## config.mk

```make
export PLATFORM = sky130hd
export DESIGN_NAME = ordered_list_store_flat
export DESIGN_NICKNAME = d
export VERILOG_FILES = /design/src/sv/ols_pkg.sv /design/src/sv/ols_ifs.sv /design/src/sv/ols_ram.sv /design/src/sv/ols_ctrl.sv /design/src/sv/ols_dp.sv /design/src/sv/ordered_list_store.sv /design/src/flat_wrapper.sv
export SDC_FILE = /design/constraint.sdc
export NUM_CORES = 2
export LEC_CHECK = 0
export BUFFER_PORTS_ARGS = -buffer_cell sky130_fd_sc_hd__buf_2
export CORE_MARGIN = 8
export CORE_UTILIZATION = 30
export DETAILED_ROUTE_END_ITERATION = 10
export PLACE_DENSITY = 0.49
export SKIP_CTS_REPAIR_TIMING = 1
export SYNTH_ARGS = -nofsm -noshare
export SYNTH_HDL_FRONTEND = slang
export SYNTH_HIERARCHICAL = 1
export SYNTH_SLANG_ARGS = --single-unit
```

## constraint.sdc

```tcl
create_clock -name i_clk -period 15.35 [get_ports i_clk]
set_input_delay 3.07 -clock i_clk [delete_from_list [all_inputs] [get_ports i_clk]]
set_output_delay 3.07 -clock i_clk [all_outputs]
set_load 0.005 [all_outputs]
```

## src/sv/ols_pkg.sv

```systemverilog
package ols_pkg;

    // Fixed payload widths of the two channels
    localparam int MODE_W  = 2;
    localparam int VALUE_W = 32;
    localparam int POS_W   = 6;
    localparam int ENTRY_W = 32;

    // Request codes; code three changes nothing
    typedef enum logic [MODE_W-1:0] {
        MODE_PUSH_FRONT = 2'd0,
        MODE_PUSH_BACK  = 2'd1,
        MODE_DELETE     = 2'd2
    } t_mode;

    // Controller states
    typedef enum logic [2:0] {
        S_IDLE,
        S_APPLY,
        S_SH_PRIME,
        S_SHIFT,
        S_EMIT_START,
        S_EMIT
    } t_state;

    // Controller to datapath commands
    typedef struct packed {
        logic latch;
        logic apply;
        logic sh_prime;
        logic sh_step;
        logic emit_start;
        logic emit_step;
    } t_cmd;

    // Datapath to controller status
    typedef struct packed {
        logic need_shift;
        logic shift_last;
        logic emit_last;
        logic out_free;
    } t_status;

endpackage

```

## src/sv/ols_ifs.sv

```systemverilog
// Request channel: one transaction per list operation
interface ols_req_if import ols_pkg::*; ();
    logic                      valid;
    logic                      ready;
    logic        [MODE_W-1:0]  mode;
    logic signed [VALUE_W-1:0] value;
    logic        [POS_W-1:0]   position;

    modport source (output valid, mode, value, position, input ready);
    modport sink   (input valid, mode, value, position, output ready);
endinterface

// Response channel: one transaction per listed entry
interface ols_rsp_if import ols_pkg::*; ();
    logic                      valid;
    logic                      ready;
    logic signed [ENTRY_W-1:0] entry_value;
    logic                      is_last;
    logic                      list_empty;
    logic                      insert_dropped;

    modport source (output valid, entry_value, is_last, list_empty, insert_dropped,
                    input ready);
    modport sink   (input valid, entry_value, is_last, list_empty, insert_dropped,
                    output ready);
endinterface

```

## src/sv/ols_ram.sv

```systemverilog
module ols_ram #(
    parameter int WIDTH = 32,
    parameter int DEPTH = 64
) (
    input  logic                     i_clk,
    input  logic                     i_wr_en,
    input  logic [$clog2(DEPTH)-1:0] i_wr_addr,
    input  logic [WIDTH-1:0]         i_wr_data,
    input  logic                     i_rd_en,
    input  logic [$clog2(DEPTH)-1:0] i_rd_addr,
    output logic [WIDTH-1:0]         o_rd_data
);

    logic [WIDTH-1:0] r_mem [DEPTH];
    logic [WIDTH-1:0] r_rd_data;

    // One write port, one registered read port; read data holds between reads
    always_ff @(posedge i_clk) begin
        if (i_wr_en) begin
            r_mem[i_wr_addr] <= i_wr_data;
        end
        if (i_rd_en) begin
            r_rd_data <= r_mem[i_rd_addr];
        end
    end

    assign o_rd_data = r_rd_data;

endmodule

```

## src/sv/ols_ctrl.sv

```systemverilog
module ols_ctrl import ols_pkg::*; (
    input  logic    i_clk,
    input  logic    i_rst_n,
    input  logic    i_req_valid,
    input  t_status i_status,
    output logic    o_req_ready,
    output t_cmd    o_cmd
);

    t_state r_state;
    t_state n_state;

    // State register
    always_ff @(posedge i_clk) begin
        if (!i_rst_n) begin
            r_state <= S_IDLE;
        end else begin
            r_state <= n_state;
        end
    end

    // Next state and commands
    always_comb begin
        n_state     = r_state;
        o_cmd       = '0;
        o_req_ready = 1'b0;
        case (r_state)
            S_IDLE: begin
                o_req_ready = 1'b1;
                if (i_req_valid) begin
                    o_cmd.latch = 1'b1;
                    n_state     = S_APPLY;
                end
            end
            S_APPLY: begin
                o_cmd.apply = 1'b1;
                n_state     = i_status.need_shift ? S_SH_PRIME : S_EMIT_START;
            end
            S_SH_PRIME: begin
                o_cmd.sh_prime = 1'b1;
                n_state        = S_SHIFT;
            end
            S_SHIFT: begin
                o_cmd.sh_step = 1'b1;
                if (i_status.shift_last) begin
                    n_state = S_EMIT_START;
                end
            end
            S_EMIT_START: begin
                o_cmd.emit_start = 1'b1;
                n_state          = S_EMIT;
            end
            S_EMIT: begin
                if (i_status.out_free) begin
                    o_cmd.emit_step = 1'b1;
                    if (i_status.emit_last) begin
                        n_state = S_IDLE;
                    end
                end
            end
            default: begin
                n_state = S_IDLE;
            end
        endcase
    end

endmodule

```

## src/sv/ols_dp.sv

```systemverilog
module ols_dp import ols_pkg::*; #(
    parameter int CAPACITY   = 64,
    parameter int VALUE_BITS = 32
) (
    input  logic                      i_clk,
    input  logic                      i_rst_n,
    input  t_cmd                      i_cmd,
    output t_status                   o_status,
    input  logic        [MODE_W-1:0]  i_req_mode,
    input  logic signed [VALUE_W-1:0] i_req_value,
    input  logic        [POS_W-1:0]   i_req_position,
    input  logic                      i_rsp_ready,
    output logic                      o_rsp_valid,
    output logic signed [ENTRY_W-1:0] o_entry_value,
    output logic                      o_is_last,
    output logic                      o_list_empty,
    output logic                      o_insert_dropped
);

    localparam int PTR_W = $clog2(CAPACITY);
    localparam int SUM_W = PTR_W + 1;
    localparam int CNT_W = $clog2(CAPACITY + 1);
    localparam int CMP_W = ((CNT_W > POS_W) ? CNT_W : POS_W) + 1;

    // Circular slot arithmetic
    function automatic logic [PTR_W-1:0] slot_inc(input logic [PTR_W-1:0] a);
        return (a == PTR_W'(CAPACITY - 1)) ? '0 : a + 1'b1;
    endfunction

    function automatic logic [PTR_W-1:0] slot_dec(input logic [PTR_W-1:0] a);
        return (a == '0) ? PTR_W'(CAPACITY - 1) : a - 1'b1;
    endfunction

    // base + off where off < CAPACITY: one compare and subtract
    function automatic logic [PTR_W-1:0] slot_add(input logic [PTR_W-1:0] base,
                                                  input logic [SUM_W-1:0] off);
        logic [SUM_W-1:0] sum;
        sum = {1'b0, base} + off;
        if (sum >= SUM_W'(CAPACITY)) begin
            sum = sum - SUM_W'(CAPACITY);
        end
        return sum[PTR_W-1:0];
    endfunction

    // Latched request
    logic        [MODE_W-1:0]  r_mode;
    logic signed [VALUE_W-1:0] r_value;
    logic        [POS_W-1:0]   r_pos;

    // List state and walk pointers
    logic [PTR_W-1:0] r_front;
    logic [CNT_W-1:0] r_count;
    logic [CNT_W-1:0] r_idx;
    logic [PTR_W-1:0] r_slot;
    logic [PTR_W-1:0] r_rslot;
    logic             r_dropped;

    // Output register
    logic                      r_out_valid;
    logic signed [ENTRY_W-1:0] r_out_value;
    logic                      r_out_last;
    logic                      r_out_empty;
    logic                      r_out_dropped;

    // RAM port signals
    logic                  ram_wr_en;
    logic [PTR_W-1:0]      ram_wr_addr;
    logic [VALUE_BITS-1:0] ram_wr_data;
    logic                  ram_rd_en;
    logic [PTR_W-1:0]      ram_rd_addr;
    logic [VALUE_BITS-1:0] ram_rd_data;

    // Request decode
    logic             is_insert;
    logic             is_full;
    logic             is_empty;
    logic             pos_ok;
    logic             need_shift;
    logic             shift_last;
    logic             emit_last;
    logic             out_free;
    logic [PTR_W-1:0] pos_slot;

    assign is_insert  = (r_mode == MODE_PUSH_FRONT) || (r_mode == MODE_PUSH_BACK);
    assign is_full    = (r_count == CNT_W'(CAPACITY));
    assign is_empty   = (r_count == '0);
    assign pos_ok     = (r_mode == MODE_DELETE) && (CMP_W'(r_pos) < CMP_W'(r_count));
    assign need_shift = pos_ok && (r_pos != '0)
                        && ((CMP_W'(r_pos) + CMP_W'(1)) < CMP_W'(r_count));
    assign shift_last = (CMP_W'(r_idx) + CMP_W'(2)) >= CMP_W'(r_count);
    assign emit_last  = is_empty || ((CMP_W'(r_idx) + CMP_W'(1)) == CMP_W'(r_count));
    assign out_free   = !r_out_valid || i_rsp_ready;
    assign pos_slot   = slot_add(r_front, SUM_W'(r_pos));

    assign o_status.need_shift = need_shift;
    assign o_status.shift_last = shift_last;
    assign o_status.emit_last  = emit_last;
    assign o_status.out_free   = out_free;

    // RAM access: insert write, shift read/write pairs, emit reads
    always_comb begin
        ram_wr_en   = 1'b0;
        ram_wr_addr = r_slot;
        ram_wr_data = ram_rd_data;
        ram_rd_en   = 1'b0;
        ram_rd_addr = r_slot;
        if (i_cmd.apply && is_insert && !is_full) begin
            ram_wr_en   = 1'b1;
            ram_wr_data = VALUE_BITS'(r_value);
            ram_wr_addr = (r_mode == MODE_PUSH_FRONT) ? slot_dec(r_front)
                                                      : slot_add(r_front, SUM_W'(r_count));
        end
        if (i_cmd.sh_prime) begin
            ram_rd_en   = 1'b1;
            ram_rd_addr = r_rslot;
        end
        if (i_cmd.sh_step) begin
            ram_wr_en   = 1'b1;
            ram_rd_en   = !shift_last;
            ram_rd_addr = r_rslot;
        end
        if (i_cmd.emit_start) begin
            ram_rd_en   = !is_empty;
            ram_rd_addr = r_front;
        end
        if (i_cmd.emit_step) begin
            ram_rd_en   = !emit_last;
            ram_rd_addr = r_slot;
        end
    end

    ols_ram #(
        .WIDTH (VALUE_BITS),
        .DEPTH (CAPACITY)
    ) u_ram (
        .i_clk     (i_clk),
        .i_wr_en   (ram_wr_en),
        .i_wr_addr (ram_wr_addr),
        .i_wr_data (ram_wr_data),
        .i_rd_en   (ram_rd_en),
        .i_rd_addr (ram_rd_addr),
        .o_rd_data (ram_rd_data)
    );

    // Request capture
    always_ff @(posedge i_clk) begin
        if (i_cmd.latch) begin
            r_mode  <= i_req_mode;
            r_value <= i_req_value;
            r_pos   <= i_req_position;
        end
    end

    // List state, walk pointers
    always_ff @(posedge i_clk) begin
        if (!i_rst_n) begin
            r_front   <= '0;
            r_count   <= '0;
            r_idx     <= '0;
            r_slot    <= '0;
            r_rslot   <= '0;
            r_dropped <= 1'b0;
        end else begin
            if (i_cmd.latch) begin
                r_dropped <= 1'b0;
            end
            if (i_cmd.apply) begin
                if (is_insert) begin
                    if (is_full) begin
                        r_dropped <= 1'b1;
                    end else begin
                        r_count <= r_count + 1'b1;
                        if (r_mode == MODE_PUSH_FRONT) begin
                            r_front <= slot_dec(r_front);
                        end
                    end
                end else if (pos_ok) begin
                    if (r_pos == '0) begin
                        // front removal just moves the front
                        r_front <= slot_inc(r_front);
                        r_count <= r_count - 1'b1;
                    end else if (need_shift) begin
                        r_idx   <= CNT_W'(r_pos);
                        r_slot  <= pos_slot;
                        r_rslot <= slot_inc(pos_slot);
                    end else begin
                        // back removal just shortens the list
                        r_count <= r_count - 1'b1;
                    end
                end
            end
            if (i_cmd.sh_prime) begin
                r_rslot <= slot_inc(r_rslot);
            end
            if (i_cmd.sh_step) begin
                r_idx  <= r_idx + 1'b1;
                r_slot <= slot_inc(r_slot);
                if (shift_last) begin
                    r_count <= r_count - 1'b1;
                end else begin
                    r_rslot <= slot_inc(r_rslot);
                end
            end
            if (i_cmd.emit_start) begin
                r_idx  <= '0;
                r_slot <= slot_inc(r_front);
            end
            if (i_cmd.emit_step && !emit_last) begin
                r_idx  <= r_idx + 1'b1;
                r_slot <= slot_inc(r_slot);
            end
        end
    end

    // Output register valid
    always_ff @(posedge i_clk) begin
        if (!i_rst_n) begin
            r_out_valid <= 1'b0;
        end else if (i_cmd.emit_step) begin
            r_out_valid <= 1'b1;
        end else if (i_rsp_ready) begin
            r_out_valid <= 1'b0;
        end
    end

    // Output register payload
    always_ff @(posedge i_clk) begin
        if (i_cmd.emit_step) begin
            r_out_value   <= is_empty ? '0 : ENTRY_W'(ram_rd_data);
            r_out_last    <= emit_last;
            r_out_empty   <= is_empty;
            r_out_dropped <= r_dropped;
        end
    end

    assign o_rsp_valid      = r_out_valid;
    assign o_entry_value    = r_out_value;
    assign o_is_last        = r_out_last;
    assign o_list_empty     = r_out_empty;
    assign o_insert_dropped = r_out_dropped;

endmodule

```

## src/sv/ordered_list_store.sv

```systemverilog
// Ordered list of up to CAPACITY values kept in a circular RAM.
// i_req (valid/ready): mode 0 inserts value at the front, 1 appends it at the
//   back, 2 removes the entry at position; out-of-range positions and code 3
//   leave the list as is. An insert into a full list is dropped and flagged.
// o_rsp (valid/ready): after every request the whole list front to back, one
//   transaction per entry, is_last on the final one; an empty list gives one
//   transaction with list_empty set and entry_value zero.
// Timing: one request at a time. A request is accepted only when the previous
//   listing has been fully loaded into the output register. After acceptance
//   the request passes APPLY, then EMIT_START, which starts the front read, and
//   EMIT, which loads the output register; a middle delete first goes through
//   SH_PRIME, one priming read, and SHIFT, one entry moved per cycle through
//   the single RAM port pair. Then one result per cycle while the receiver
//   takes them.
// Stall: a held o_rsp.ready freezes the output register and the list walk.
// Reset: the list is empty, front pointer zero; the RAM contents are not
//   cleared, since only written entries are ever read.
module ordered_list_store import ols_pkg::*; #(
    parameter int CAPACITY   = 64,
    parameter int VALUE_BITS = 32
) (
    input  logic      i_clk,
    input  logic      i_rst_n,
    ols_req_if.sink   i_req,
    ols_rsp_if.source o_rsp
);

    t_cmd    cmd;
    t_status status;
    logic    req_ready;

    ols_ctrl u_ctrl (
        .i_clk       (i_clk),
        .i_rst_n     (i_rst_n),
        .i_req_valid (i_req.valid),
        .i_status    (status),
        .o_req_ready (req_ready),
        .o_cmd       (cmd)
    );

    ols_dp #(
        .CAPACITY   (CAPACITY),
        .VALUE_BITS (VALUE_BITS)
    ) u_dp (
        .i_clk            (i_clk),
        .i_rst_n          (i_rst_n),
        .i_cmd            (cmd),
        .o_status         (status),
        .i_req_mode       (i_req.mode),
        .i_req_value      (i_req.value),
        .i_req_position   (i_req.position),
        .i_rsp_ready      (o_rsp.ready),
        .o_rsp_valid      (o_rsp.valid),
        .o_entry_value    (o_rsp.entry_value),
        .o_is_last        (o_rsp.is_last),
        .o_list_empty     (o_rsp.list_empty),
        .o_insert_dropped (o_rsp.insert_dropped)
    );

    assign i_req.ready = req_ready;

endmodule

```

## src/flat_wrapper.sv

```systemverilog
// flat-port wrapper written by rule: the top's interface ports become plain ports
module ordered_list_store_flat import ols_pkg::*;
#(
    parameter int CAPACITY   = 64,
    parameter int VALUE_BITS = 32
)
  (i_clk, i_rst_n, i_req_valid, i_req_mode, i_req_value, i_req_position, i_req_ready, o_rsp_valid, o_rsp_entry_value, o_rsp_is_last, o_rsp_list_empty, o_rsp_insert_dropped, o_rsp_ready);
  ols_req_if i_req_i ();
  ols_rsp_if o_rsp_i ();
  input  logic i_clk;
  input  logic i_rst_n;
  input wire logic [$bits(i_req_i.valid)-1:0] i_req_valid;
  input wire logic [$bits(i_req_i.mode)-1:0] i_req_mode;
  input wire logic [$bits(i_req_i.value)-1:0] i_req_value;
  input wire logic [$bits(i_req_i.position)-1:0] i_req_position;
  output wire logic [$bits(i_req_i.ready)-1:0] i_req_ready;
  output wire logic [$bits(o_rsp_i.valid)-1:0] o_rsp_valid;
  output wire logic [$bits(o_rsp_i.entry_value)-1:0] o_rsp_entry_value;
  output wire logic [$bits(o_rsp_i.is_last)-1:0] o_rsp_is_last;
  output wire logic [$bits(o_rsp_i.list_empty)-1:0] o_rsp_list_empty;
  output wire logic [$bits(o_rsp_i.insert_dropped)-1:0] o_rsp_insert_dropped;
  input wire logic [$bits(o_rsp_i.ready)-1:0] o_rsp_ready;
  assign i_req_i.valid = i_req_valid;
  assign i_req_i.mode = i_req_mode;
  assign i_req_i.value = i_req_value;
  assign i_req_i.position = i_req_position;
  assign i_req_ready = i_req_i.ready;
  assign o_rsp_valid = o_rsp_i.valid;
  assign o_rsp_entry_value = o_rsp_i.entry_value;
  assign o_rsp_is_last = o_rsp_i.is_last;
  assign o_rsp_list_empty = o_rsp_i.list_empty;
  assign o_rsp_insert_dropped = o_rsp_i.insert_dropped;
  assign o_rsp_i.ready = o_rsp_ready;
  ordered_list_store #(.CAPACITY(CAPACITY), .VALUE_BITS(VALUE_BITS)) u_core (.i_clk(i_clk), .i_rst_n(i_rst_n), .i_req(i_req_i), .o_rsp(o_rsp_i));
endmodule
```

==> summary.txt <==
htree depth: 4
# DRC: 0
Vias/cell: 5.163
final setup fails: 0
CP endpoint kind: register
share of layout cells above drive strength 1: 26.44%
first-pass GRT wire length: 346,600 um
post-synthesis mux area share: 15.45%
Worst Tran Pin Value: 1275 ps
cell count of the worst reg-to-reg path: 13
Post-Syn Nets: 4,182
Total GRT Usage: 16.11%
largest area contributor in the netlist: edfxtp_1
clock skew: 38.61 ps
die height: 550.9 um
minimum clock period: 8807 ps
Post-DP Area: 0.09164 mm2
CTS root buffer: clkbuf_16
Synth-to-Final Area Change: 14.85%
switching part of the total: 26.27%
clock latency on the worst-skew pair: 850 ps
Max stage delay cell, worst path: buf_4
Initial Util: 30.13%
Post-Synth Simple-Gate Area: 2.957%
delay-heaviest family, CP: buffers and inverters
top-area cell type share of the netlist area: 75.38%
Tot Pwr: 14,590 uW
Hold Crit Start: u_core/u_dp/r_dropped$_SDFF_PN0_
Iter 0 DRT Violations: 4,634
ys async rst share: 0%
synth top area cells: edfxtp_1, mux4_2, mux2i_1
pre-CTS setup slack: 5474 ps
global-route congestion overflow total: 0
RSZ-0062 raised after global routing: false
Worst Path Buf+Inv: 6
Leak Pwr: 0.02958 uW
Synth Area in Compound Gates: 2.883%
TritonCTS Buffers: 227
Worst-path clk slew: 60 ps
WP depth: 15
mean cell area of the mapped netlist: 20.96 um2
Final Util: 34.60%
Final Max Slew Viols: 0
VDD IR max: 88.78 uV
xor/xnor share of the synthesized area: 0.4241%
post-synthesis adder-cell area fraction: 0.6296%
sequential fraction of the synthesis area: 76.24%
status: finished clean
Primary FF master, synth: edfxtp_1
Final nets: 4,403
Required @ worst endpoint: 15,940 ps
DP Wirelength: 133,700 um
I/O pins: 81
DIE AREA: 0.3035 mm2
main combinational cell family by area after synthesis: multiplexers
routed len/inst: 30.21 um
Post-synth EDFFs: 2,155
sequential share of power: 48.3%
die width: 550.9 um
post-route ant nets: 0
CTS Buffer Depth: 3
I/O Buffers: 80
WL final: 249,800 um
hold path depth: 0
clock sink count: 2,192
Worst Path Class, Setup: in -> reg
fmax: 113.5 MHz
Seq cells post-synth: 2,192
Cell Area, Synth: 0.08585 mm2
distinct cell type count after synthesis: 79
YS warnings: 6
commonest cells after routing, fill and taps aside: edfxtp_1, mux4_2, clkbuf_16, nand2_1, buf_4
num rows: 196
CP startpoint kind: input pin
max-capacitance violation count: 0
Rel. slew slack: 14.99%
vias in the first global route: 43,280
CP peak stage delay: 720 ps
global placement routability congestion: 0.7619
Hold Crit Class: reg -> reg
Critical R2R Launch: u_core/u_ctrl/r_state[0]$_SDFFE_PN0P_
CP arrival: 9400 ps
reported net switching power: 3832 uW
Hold Fails Final Rpt: 0
fin crit share: 57.37%
CTS tree: built
Pint: 10,760 uW
Post-Syn Instances: 4,096
core box area: 0.2850 mm2
post-route cell area: 0.09860 mm2
Max FO, Critical Path: 101
post-route setup TNS: 0 ps
crit path launch: o_rsp_ready
most common cell after layout, fill and taps aside: edfxtp_1
routed vias: 42,690
DR pass1 iterations: 6
worst-path cell chain: buf_2, nand2b_1, and4b_2, buf_4, inv_1, o31ai_1, nand2_1, o21ai_4, buf_12, buf_12, buf_4, mux4_2, mux4_2, o22ai_1, nor2_1
initial antenna violation count: 12
final worst-path setup slack: 6543 ps
pwr/cell area: 148.0 mW/mm2
largest net degree at the start of global routing: 113
Clock power frac: 35.7%
combinational power share: 16.0%
[final timing paths]
check / endpoint / slack [ps]
hold / removal: u_core/u_dp/o_insert_dropped$_DFFE_PP_ / 540
setup / recovery: u_core/u_dp/u_ram/o_rd_data[2]$_DFFE_PP_ / 6540
hold reg to reg: u_core/u_dp/o_insert_dropped$_DFFE_PP_ / 540
setup reg to reg: u_core/u_dp/u_ram/o_rd_data[2]$_DFFE_PP_ / 8400
[logic make-up after synthesis]
logic type	count (synthesis)
DFF	2192
xor gates and xnor gates	40
AOI/OAI and AO/OA	379
and+or+nand+nor	541
adders and majority gates	42
muxes	645
buffers and inverters	257
[per-stage QoR]
stage / hold slack (ps) / instances
6_report: 537.1 / 8269
4_1_cts: 549.5 / 8267
3_3_place_gp: 526.0 / 7850
2_1_floorplan: 400.5 / 4096
5_1_grt: 545.8 / 8268
3_5_place_dp: 537.9 / 7850
[cell usage after synthesis (6+ instances only)]
| cell type | count |
|---|---|
| a31oi_1 | 9 |
| ha_1 | 40 |
| buf_1 | 15 |
| inv_1 | 29 |
| xor2_1 | 16 |
| a21oi_1 | 111 |
| xnor2_1 | 23 |
| a311oi_1 | 9 |
| o221ai_1 | 27 |
| and3_1 | 12 |
| nand3_1 | 34 |
| nor2_1 | 171 |
| nor3b_1 | 8 |
| a22oi_1 | 20 |
| o21ai_0 | 36 |
| mux4_2 | 544 |
| clkbuf_1 | 114 |
| or3_1 | 6 |
| edfxtp_1 | 2155 |
| nand2b_1 | 17 |
| nor2b_1 | 26 |
| mux2i_1 | 99 |
| and2_1 | 40 |
| nand3b_1 | 6 |
| o22ai_1 | 92 |
| buf_2 | 61 |
| buf_6 | 9 |
| dfxtp_1 | 37 |
| a21o_1 | 15 |
| o32ai_1 | 7 |
| nand4_1 | 6 |
| buf_4 | 28 |
| nor3_1 | 24 |
| nand2_1 | 166 |
[power by group through the flow]
stage                     logic [uW]  registers [uW]  clock network, uW
after detailed placement        2370            7180                  0
after global placement          2350            7180                  0
after floorplan                 1560            7140                  0
final                           2330            7050               5200
after global routing            2500            7060               5550
after CTS                       2380            7060               5330
[state kept, by name (all words and copies together), names as in the netlist]
signal                        count
u_core/u_dp/r_value              32
u_core/u_dp/u_ram/r_mem        2048
u_core/u_ctrl/r_state             3
u_core/u_dp/o_is_last             1
u_core/u_dp/o_rsp_valid           1
u_core/u_dp/r_pos                 6
u_core/u_dp/r_rslot               6
u_core/u_dp/r_slot                6
u_core/u_dp/r_dropped             1
u_core/u_dp/o_list_empty          1
u_core/u_dp/r_front               6
u_core/u_dp/r_idx                 7
u_core/u_dp/r_mode                2
u_core/u_dp/u_ram/o_rd_data      32
u_core/u_dp/r_count               7
u_core/u_dp/o_insert_dropped      1
u_core/u_dp/o_entry_value        32
[per-layer routing]
metal	vias to the layer above	routed length (um)	track usage, %
li1	17530	-	-
met4	4	3654	2.853
met2	1438	124200	27.43
met3	285	15490	2.820
met5	-	21	0
met1	23430	106500	21.94
[layout make-up]
| type | instances | area (um2) |
|---|---|---|
| inverter | 30 | 112.6 |
| multi-input combinational | 1647 | 19840 |
| fill | 26550 | 186400 |
| sequential | 2192 | 65450 |
| antenna | 2 | 5.005 |
| clock inverter | 126 | 944.7 |
| clock buffer | 291 | 6006 |
| tap | 3762 | 4707 |
| timing repair buffer | 219 | 1531 |
Note: power is estimated with default switching activity, not from simulation.
